**config.mk**
```make
export PLATFORM = sky130hd
export DESIGN_NAME = hsv_to_rgb_converter
export DESIGN_NICKNAME = d
export VERILOG_FILES = /design/src/rtl/hsv_pkg.sv /design/src/rtl/hsv_hue_reduce.sv /design/src/rtl/hsv_level_calc.sv /design/src/rtl/hsv_to_rgb_converter.sv
export SDC_FILE = /design/constraint.sdc
export NUM_CORES = 1
export LEC_CHECK = 0
export BUFFER_PORTS_ARGS = -buffer_cell sky130_fd_sc_hd__buf_2
export CAP_MARGIN = 0
export CORE_MARGIN = 1.5
export CORE_UTILIZATION = 40
export DETAILED_ROUTE_END_ITERATION = 7
export GPL_TIMING_DRIVEN = 0
export PLACE_DENSITY = 0.54
export SLEW_MARGIN = 20
export SYNTH_ARGS = -nofsm -noshare
export SYNTH_HDL_FRONTEND = slang
export SYNTH_SLANG_ARGS = --single-unit
```
**constraint.sdc**
```tcl
create_clock -name clk -period 14.4 [get_ports clk]
set_clock_uncertainty 0.1 [all_clocks]
set_input_delay 4.32 -clock clk [delete_from_list [all_inputs] [get_ports clk]]
set_output_delay 4.32 -clock clk [all_outputs]
set_load 0.05 [all_outputs]
```
**src/rtl/hsv_pkg.sv**
```systemverilog
`timescale 1ns / 1ps
// Shared types, constants and arithmetic helpers for the HSV to RGB converter.
// Used by the hue-reduce, level-calc and top-level modules; depends on nothing else.
package hsv_pkg;

  localparam logic [8:0] HUE_FULL = 9'd360;
  localparam logic [9:0] HUE_RECIP = 10'd728;
  localparam int unsigned RECIP_SHIFT = 18;
  localparam int unsigned PROD_W = 26;
  localparam logic [5:0] SECTOR_SPAN = 6'd60;
  localparam logic [7:0] LEVEL_MAX = 8'd255;
  localparam logic [7:0] ROUND_HALF = 8'd128;

  typedef enum logic [2:0] {
    SECTOR_0,
    SECTOR_1,
    SECTOR_2,
    SECTOR_3,
    SECTOR_4,
    SECTOR_5
  } sector_t;

  typedef struct packed {
    logic       valid;
    sector_t    sector;
    logic [7:0] frac;
    logic [7:0] sat;
    logic [7:0] val;
  } sect_beat_t;

  // Exact floor(x / 255) for any 16-bit x whose quotient is at most 255.
  function automatic logic [7:0] div255(input logic [15:0] x);
    logic [16:0] sum;
    sum = {1'b0, x} + {9'd0, x[15:8]} + 17'd1;
    return sum[15:8];
  endfunction

  // Rounded scale of the in-sector remainder to 0..255: floor(4.25 * rem + 0.5).
  function automatic logic [7:0] frac_of_rem(input logic [5:0] rem);
    logic [9:0] scaled;
    scaled = {rem, 4'b0000} + {4'b0000, rem} + 10'd2;
    return scaled[9:2];
  endfunction

endpackage

```
**src/rtl/hsv_hue_reduce.sv**
```systemverilog
`timescale 1ns / 1ps
// Hue front end: reduces hue modulo 360, then finds the sector and fraction.
// Three register stages; depends on hsv_pkg.
module hsv_hue_reduce (
  input  logic                    clk,
  input  logic                    rst,
  input  logic                    in_valid,
  input  logic [15:0]             hue,
  input  logic [7:0]              saturation,
  input  logic [7:0]              brightness,
  output hsv_pkg::sect_beat_t     sect_beat
);

  logic [hsv_pkg::PROD_W-1:0] recip_prod;
  logic       s1_valid;
  logic [15:0] s1_hue;
  logic [7:0] s1_quot;
  logic [7:0] s1_sat;
  logic [7:0] s1_val;

  logic [16:0] s2_base;
  logic [16:0] s2_diff;
  logic [8:0]  s2_h_next;
  logic        s2_valid;
  logic [8:0]  s2_h;
  logic [7:0]  s2_sat;
  logic [7:0]  s2_val;

  hsv_pkg::sector_t s3_sector_next;
  logic [8:0]       s3_start;
  logic [8:0]       s3_rem_full;
  hsv_pkg::sect_beat_t s3_beat;

  assign recip_prod = hsv_pkg::PROD_W'(hue) * hsv_pkg::PROD_W'(hsv_pkg::HUE_RECIP);

  always_ff @(posedge clk) begin
    if (rst) begin
      s1_valid <= 1'b0;
    end else begin
      s1_valid <= in_valid;
    end
    s1_hue  <= hue;
    s1_quot <= recip_prod[hsv_pkg::PROD_W-1:hsv_pkg::RECIP_SHIFT];
    s1_sat  <= saturation;
    s1_val  <= brightness;
  end

  // The estimated quotient is exact or one short, so one correction suffices.
  always_comb begin
    s2_base = 17'(s1_quot) * 17'(hsv_pkg::HUE_FULL);
    s2_diff = {1'b0, s1_hue} - s2_base;
    if (s2_diff[9:0] >= {1'b0, hsv_pkg::HUE_FULL}) begin
      s2_h_next = 9'(s2_diff[9:0] - {1'b0, hsv_pkg::HUE_FULL});
    end else begin
      s2_h_next = s2_diff[8:0];
    end
  end

  always_ff @(posedge clk) begin
    if (rst) begin
      s2_valid <= 1'b0;
    end else begin
      s2_valid <= s1_valid;
    end
    s2_h   <= s2_h_next;
    s2_sat <= s1_sat;
    s2_val <= s1_val;
  end

  always_comb begin
    if (s2_h >= 9'd300) begin
      s3_sector_next = hsv_pkg::SECTOR_5;
      s3_start = 9'd300;
    end else if (s2_h >= 9'd240) begin
      s3_sector_next = hsv_pkg::SECTOR_4;
      s3_start = 9'd240;
    end else if (s2_h >= 9'd180) begin
      s3_sector_next = hsv_pkg::SECTOR_3;
      s3_start = 9'd180;
    end else if (s2_h >= 9'd120) begin
      s3_sector_next = hsv_pkg::SECTOR_2;
      s3_start = 9'd120;
    end else if (s2_h >= {3'd0, hsv_pkg::SECTOR_SPAN}) begin
      s3_sector_next = hsv_pkg::SECTOR_1;
      s3_start = {3'd0, hsv_pkg::SECTOR_SPAN};
    end else begin
      s3_sector_next = hsv_pkg::SECTOR_0;
      s3_start = 9'd0;
    end
    s3_rem_full = s2_h - s3_start;
  end

  always_ff @(posedge clk) begin
    if (rst) begin
      s3_beat.valid <= 1'b0;
    end else begin
      s3_beat.valid <= s2_valid;
    end
    s3_beat.sector <= s3_sector_next;
    s3_beat.frac   <= hsv_pkg::frac_of_rem(s3_rem_full[5:0]);
    s3_beat.sat    <= s2_sat;
    s3_beat.val    <= s2_val;
  end

  assign sect_beat = s3_beat;

endmodule

```
**src/rtl/hsv_level_calc.sv**
```systemverilog
`timescale 1ns / 1ps
// Level back end: forms p, q and t and routes them to the channels by sector.
// Four register stages, the last being the output register; depends on hsv_pkg.
module hsv_level_calc (
  input  logic                clk,
  input  logic                rst,
  input  hsv_pkg::sect_beat_t sect_beat,
  output logic                out_valid,
  output logic [7:0]          red,
  output logic [7:0]          green,
  output logic [7:0]          blue
);

  logic             s4_valid;
  hsv_pkg::sector_t s4_sector;
  logic [7:0]       s4_val;
  logic [15:0]      s4_sf;
  logic [15:0]      s4_sft;
  logic [15:0]      s4_pp;

  logic             s5_valid;
  hsv_pkg::sector_t s5_sector;
  logic [7:0]       s5_val;
  logic [7:0]       s5_p;
  logic [7:0]       s5_qa;
  logic [7:0]       s5_ta;

  logic             s6_valid;
  hsv_pkg::sector_t s6_sector;
  logic [7:0]       s6_val;
  logic [7:0]       s6_p;
  logic [15:0]      s6_qp;
  logic [15:0]      s6_tp;

  logic [7:0] q_lvl;
  logic [7:0] t_lvl;
  logic [7:0] red_next;
  logic [7:0] green_next;
  logic [7:0] blue_next;

  always_ff @(posedge clk) begin
    if (rst) begin
      s4_valid <= 1'b0;
    end else begin
      s4_valid <= sect_beat.valid;
    end
    s4_sector <= sect_beat.sector;
    s4_val    <= sect_beat.val;
    s4_sf     <= 16'(sect_beat.sat) * 16'(sect_beat.frac);
    s4_sft    <= 16'(sect_beat.sat) * 16'(hsv_pkg::LEVEL_MAX - sect_beat.frac);
    s4_pp     <= 16'(sect_beat.val) * 16'(hsv_pkg::LEVEL_MAX - sect_beat.sat)
                 + 16'(hsv_pkg::ROUND_HALF);
  end

  always_ff @(posedge clk) begin
    if (rst) begin
      s5_valid <= 1'b0;
    end else begin
      s5_valid <= s4_valid;
    end
    s5_sector <= s4_sector;
    s5_val    <= s4_val;
    s5_p      <= hsv_pkg::div255(s4_pp);
    s5_qa     <= hsv_pkg::LEVEL_MAX
                 - hsv_pkg::div255(s4_sf + 16'(hsv_pkg::ROUND_HALF));
    s5_ta     <= hsv_pkg::LEVEL_MAX - hsv_pkg::div255(s4_sft);
  end

  always_ff @(posedge clk) begin
    if (rst) begin
      s6_valid <= 1'b0;
    end else begin
      s6_valid <= s5_valid;
    end
    s6_sector <= s5_sector;
    s6_val    <= s5_val;
    s6_p      <= s5_p;
    s6_qp     <= 16'(s5_val) * 16'(s5_qa) + 16'(hsv_pkg::ROUND_HALF);
    s6_tp     <= 16'(s5_val) * 16'(s5_ta);
  end

  always_comb begin
    q_lvl = hsv_pkg::div255(s6_qp);
    t_lvl = hsv_pkg::div255(s6_tp);
    case (s6_sector)
      hsv_pkg::SECTOR_0: begin
        red_next = s6_val; green_next = t_lvl; blue_next = s6_p;
      end
      hsv_pkg::SECTOR_1: begin
        red_next = q_lvl; green_next = s6_val; blue_next = s6_p;
      end
      hsv_pkg::SECTOR_2: begin
        red_next = s6_p; green_next = s6_val; blue_next = t_lvl;
      end
      hsv_pkg::SECTOR_3: begin
        red_next = s6_p; green_next = q_lvl; blue_next = s6_val;
      end
      hsv_pkg::SECTOR_4: begin
        red_next = t_lvl; green_next = s6_p; blue_next = s6_val;
      end
      default: begin
        red_next = s6_val; green_next = s6_p; blue_next = q_lvl;
      end
    endcase
  end

  always_ff @(posedge clk) begin
    if (rst) begin
      out_valid <= 1'b0;
    end else begin
      out_valid <= s6_valid;
    end
    red   <= red_next;
    green <= green_next;
    blue  <= blue_next;
  end

endmodule

```
**src/rtl/hsv_to_rgb_converter.sv**
```systemverilog
`timescale 1ns / 1ps
// Each accepted beat runs through the hue-reduce and level-calc register stages to its result beat.
// Throughput is one beat per cycle; busy is always low, so start may stay high.
// Depth is set by the two multiply and divide-by-255 passes and the hue reduction.
// The receiver cannot stall; each result is shown for exactly one cycle.
// Synchronous reset clears all pipeline valid bits; data registers are not reset.
module hsv_to_rgb_converter (
  input  logic        clk,
  input  logic        rst,
  input  logic        start,
  output logic        busy,
  input  logic [15:0] hue,
  input  logic [7:0]  saturation,
  input  logic [7:0]  brightness,
  output logic        strobe,
  output logic [7:0]  red,
  output logic [7:0]  green,
  output logic [7:0]  blue
);

  hsv_pkg::sect_beat_t sect_beat;
  logic in_valid;

  assign busy     = 1'b0;
  assign in_valid = start && !busy;

  hsv_hue_reduce u_hue_reduce (
    .clk        (clk),
    .rst        (rst),
    .in_valid   (in_valid),
    .hue        (hue),
    .saturation (saturation),
    .brightness (brightness),
    .sect_beat  (sect_beat)
  );

  hsv_level_calc u_level_calc (
    .clk       (clk),
    .rst       (rst),
    .sect_beat (sect_beat),
    .out_valid (strobe),
    .red       (red),
    .green     (green),
    .blue      (blue)
  );

endmodule

```
==> reports/qor.yml <==
run_status:
  status: "finished, final reports clean"
clock_network:
  tritoncts: "done"
  cts_buffers: 30
  ctsResizeCount: 0
  clkSinkCount: 261
  path_clk_slew_ps: 60
  clockBufferDepth: 3
  root_buffer: "clkbuf_16"
  post_cts_buffers: 0
  cts-hold-fix-buffers: 0
  htree_levels: 1
  clk-insertion-delay-late_ps: 560
floorplan:
  fp.dieW_um: 234.6
  core-area_um2: 52760
  fp.dieArea_um2: 55040
  io_pins: 61
  die_h_um: 234.6
  rows: 84
  initial_core_util: 0.4067
cells_and_area:
  area_growth_pct: 10.41
  layout.nets: 2859
  final_cells: 3019
  multi_input_area_um2: 14690
  fillers: 5108
  diodes: 0
  drive_gt1_frac: 0.06950
  seq_area_um2: 5225
sta:
  setup_viol: 0
  worst_pin_slew_ps: 720.9
  slew_headroom: 0.5176
  rsz0062_at_grt: "false"
  fmax_mhz: 126.5
  hold_viol: 0
  timing.final.crit_period_ps: 7903
  period_share: 0.5488
  setup_tns_ps: 0
  report.final.slew_viol_count: 0
worst_setup_path:
  cp-end-kind: "flop"
  crit_family: "adder cells"
  crit_top_cell: "ha_1"
  slowest_stage: "fa_1"
  crit_arrival_ps: 8280
  path_buf_inv: 3
  worstPathCellList: "buf_2 > ha_1 > xor2_1 > ha_1 > a21o_1 > fa_1 > inv_1 > fa_1 > inv_1 > ha_1 > a21o_1 > a21oi_1 > o21ai_1 > a2111oi_4 > nor3_2 > o211a_1 > nor3_1"
  critical_path.startpoint: "hue[6]"
  crit_type: "primary input to flop"
  cp.required_ps: 14780
  max_stage_delay_ps: 540
  r2r_start: "u_hue_reduce.sect_beat[11]"
  cp_max_fo: 5
  startpoint_type: "primary input"
synthesis:
  synth_nets: 2768
  ys_types: 87
  ys.flop_type: "dfxtp_1"
  syn_avg_cell_area_um2: 9.679
  ys_seq_area_frac: 0.2435
  syn_area_um2: 21460
  yosysWarnings: 0
  synthArstFlopShare: 0
  synth_edf_count: 0
  synthCells: 2217
  ys_ff_latch: 261
route:
  drt-initial-drc-count: 603
  viasPerCell: 4.855
  route.vias.total: 14660
  wl_um: 45650
  wl_per_cell_um: 15.12
  drc: 0
  ant_nets: 0
  drtPass1Iterations: 8
global_route:
  antenna_found_initial: 0
  grt_pass1_vias: 15410
  overflow: 0
  grt_pass1_wl_um: 77390
  grt_max_degree: 15
  grt_usage: 0.1697
placement:
  dp_hpwl_um: 37350
  io_buffers: 59
  gp_congestion: 0.8517
  place_inst: 2964
flow_run:
  drv_cap: 0
hold_path:
  hold_start: "u_hue_reduce.s2_val[3]"
  hold_class: "flop to flop"
-- path summary, 6_finish.rpt --
check	to	slack, ps	cells after the start
min	u_hue_reduce.sect_beat[3]	220	0
min reg2reg	u_hue_reduce.sect_beat[3]	220	0
max reg2reg	u_level_calc.s4_sft[13]	9180	15
max	u_hue_reduce.s1_quot[6]	6500	17
-- metal layers --
layer  track usage  wire, um  up-vias
met5             0         0        -
met4       0.03581       839        0
met3       0.01856      1163       43
met2        0.3014     22210      183
met1        0.2221     21440     7110
li1              -         -     7320
-- state kept, by name (all words and copies together), names as in the netlist, 9 cells and up --
signal                  flops
u_hue_reduce.sect_beat     28
u_level_calc.s4_pp         16
u_level_calc.s4_sf         16
u_level_calc.s4_sft        16
u_level_calc.s6_qp         16
u_level_calc.s6_tp         16
u_hue_reduce.s1_hue        10
u_hue_reduce.s2_h           9
-- synthesized netlist by cell type, types with 4 or more instances --
master    instances  share of area
a31oi_1           8         0.0023
inv_1           361          0.063
o21ai_0          41         0.0096
mux2i_1           9         0.0042
ha_1            301           0.18
a21o_1           17         0.0059
a21oi_1          75          0.017
nor2b_1         122          0.036
o21ai_2           4         0.0016
nand2b_1         41          0.012
nor2_1           73          0.013
and2_1          154          0.045
or3_1            10         0.0029
xor2_1           33          0.013
and3_1           12         0.0035
o31ai_1           5         0.0017
a32oi_1           4         0.0016
nand3_1          32         0.0075
xnor2_1          94          0.038
nand4_1           8         0.0023
o21bai_1          4         0.0014
nor3_1           24         0.0056
a211oi_1          6         0.0021
o21a_1           19         0.0066
nand2_1         114          0.020
o211ai_1         16         0.0056
o21ai_1           8         0.0019
or2_2             6         0.0017
clkbuf_1         41         0.0072
dfxtp_1         261           0.24
fa_1            215           0.20
o221ai_1          4         0.0016
-- worst reg2reg max path: stages, from the launching register on --
cell      delay (ps)
dfxtp_1          510
clkbuf_1         490
nor2b_1          250
fa_1             450
fa_1             490
fa_1             560
inv_1             60
fa_1             550
inv_1             50
ha_1             330
or2_2            300
a21oi_1          140
a21oi_1           70
a41oi_1          290
nor2b_1          220
xnor2_1          220
-- layout by cell type, fill, tap and decap left out, drive strengths merged, types with 6 or more instances in the layout --
cell type / n
inv: 366
ha: 301
dfxtp: 261
fa: 215
and2: 154
nor2b: 123
nand2: 114
xnor2: 97
a21oi: 77
clkbuf: 77
nor2: 73
buf: 65
o21ai: 54
nand2b: 41
nand3: 34
xor2: 33
nor3: 27
o21a: 20
o211ai: 19
a21o: 18
and3: 12
or3: 10
mux2i: 9
nand4: 8
a31oi: 8
a211oi: 8
clkinv: 8
or2: 6
o21bai: 6
a21boi: 6
-- logic make-up (layout without fill, tap and decap cells) --
family | after synthesis | in the layout | synth area share
AND/OR/NAND/NOR | 609 | 609 | 0.1548
adder cells (fa/ha/maj) | 517 | 517 | 0.3766
buffers and inverters | 410 | 524 | 0.07207
AO/OA/AOI/OAI | 276 | 276 | 0.09196
flip-flops | 261 | 261 | 0.2435
XOR/XNOR | 131 | 131 | 0.05516
multiplexers | 12 | 12 | 0.005773
other | 1 | 1 | 0.0001748
-- final cells by class --
type	instances	share of cell area
clock buffer	36	0.03480
inverter	363	0.05751
sequential	261	0.2205
tap	688	0.03633
buffer	47	0.007763
clock inverter	19	0.01067
multi-input combinational	1546	0.6199
timing repair buffer	59	0.01246
-- metrics by stage --
| stage | setup slack, ps | hold WS, ps | utilization | instance area, um2 |
|---|---|---|---|---|
| 2_1_floorplan | 6472 | 209.6 | - | 21460 |
| 3_3_place_gp | 5983 | 210.4 | 0.4286 | 22610 |
| 3_5_place_dp | 5938 | 212.1 | 0.4286 | 22610 |
| 5_1_grt | 6365 | 227.9 | 0.4490 | 23690 |
| 6_report | 6497 | 224.6 | 0.4490 | 23690 |
| 4_1_cts | 6541 | 225.5 | 0.4490 | 23690 |
Power is not shown: default switching activity piles up to over one toggle a cycle in this logic, so the estimate is an artifact.
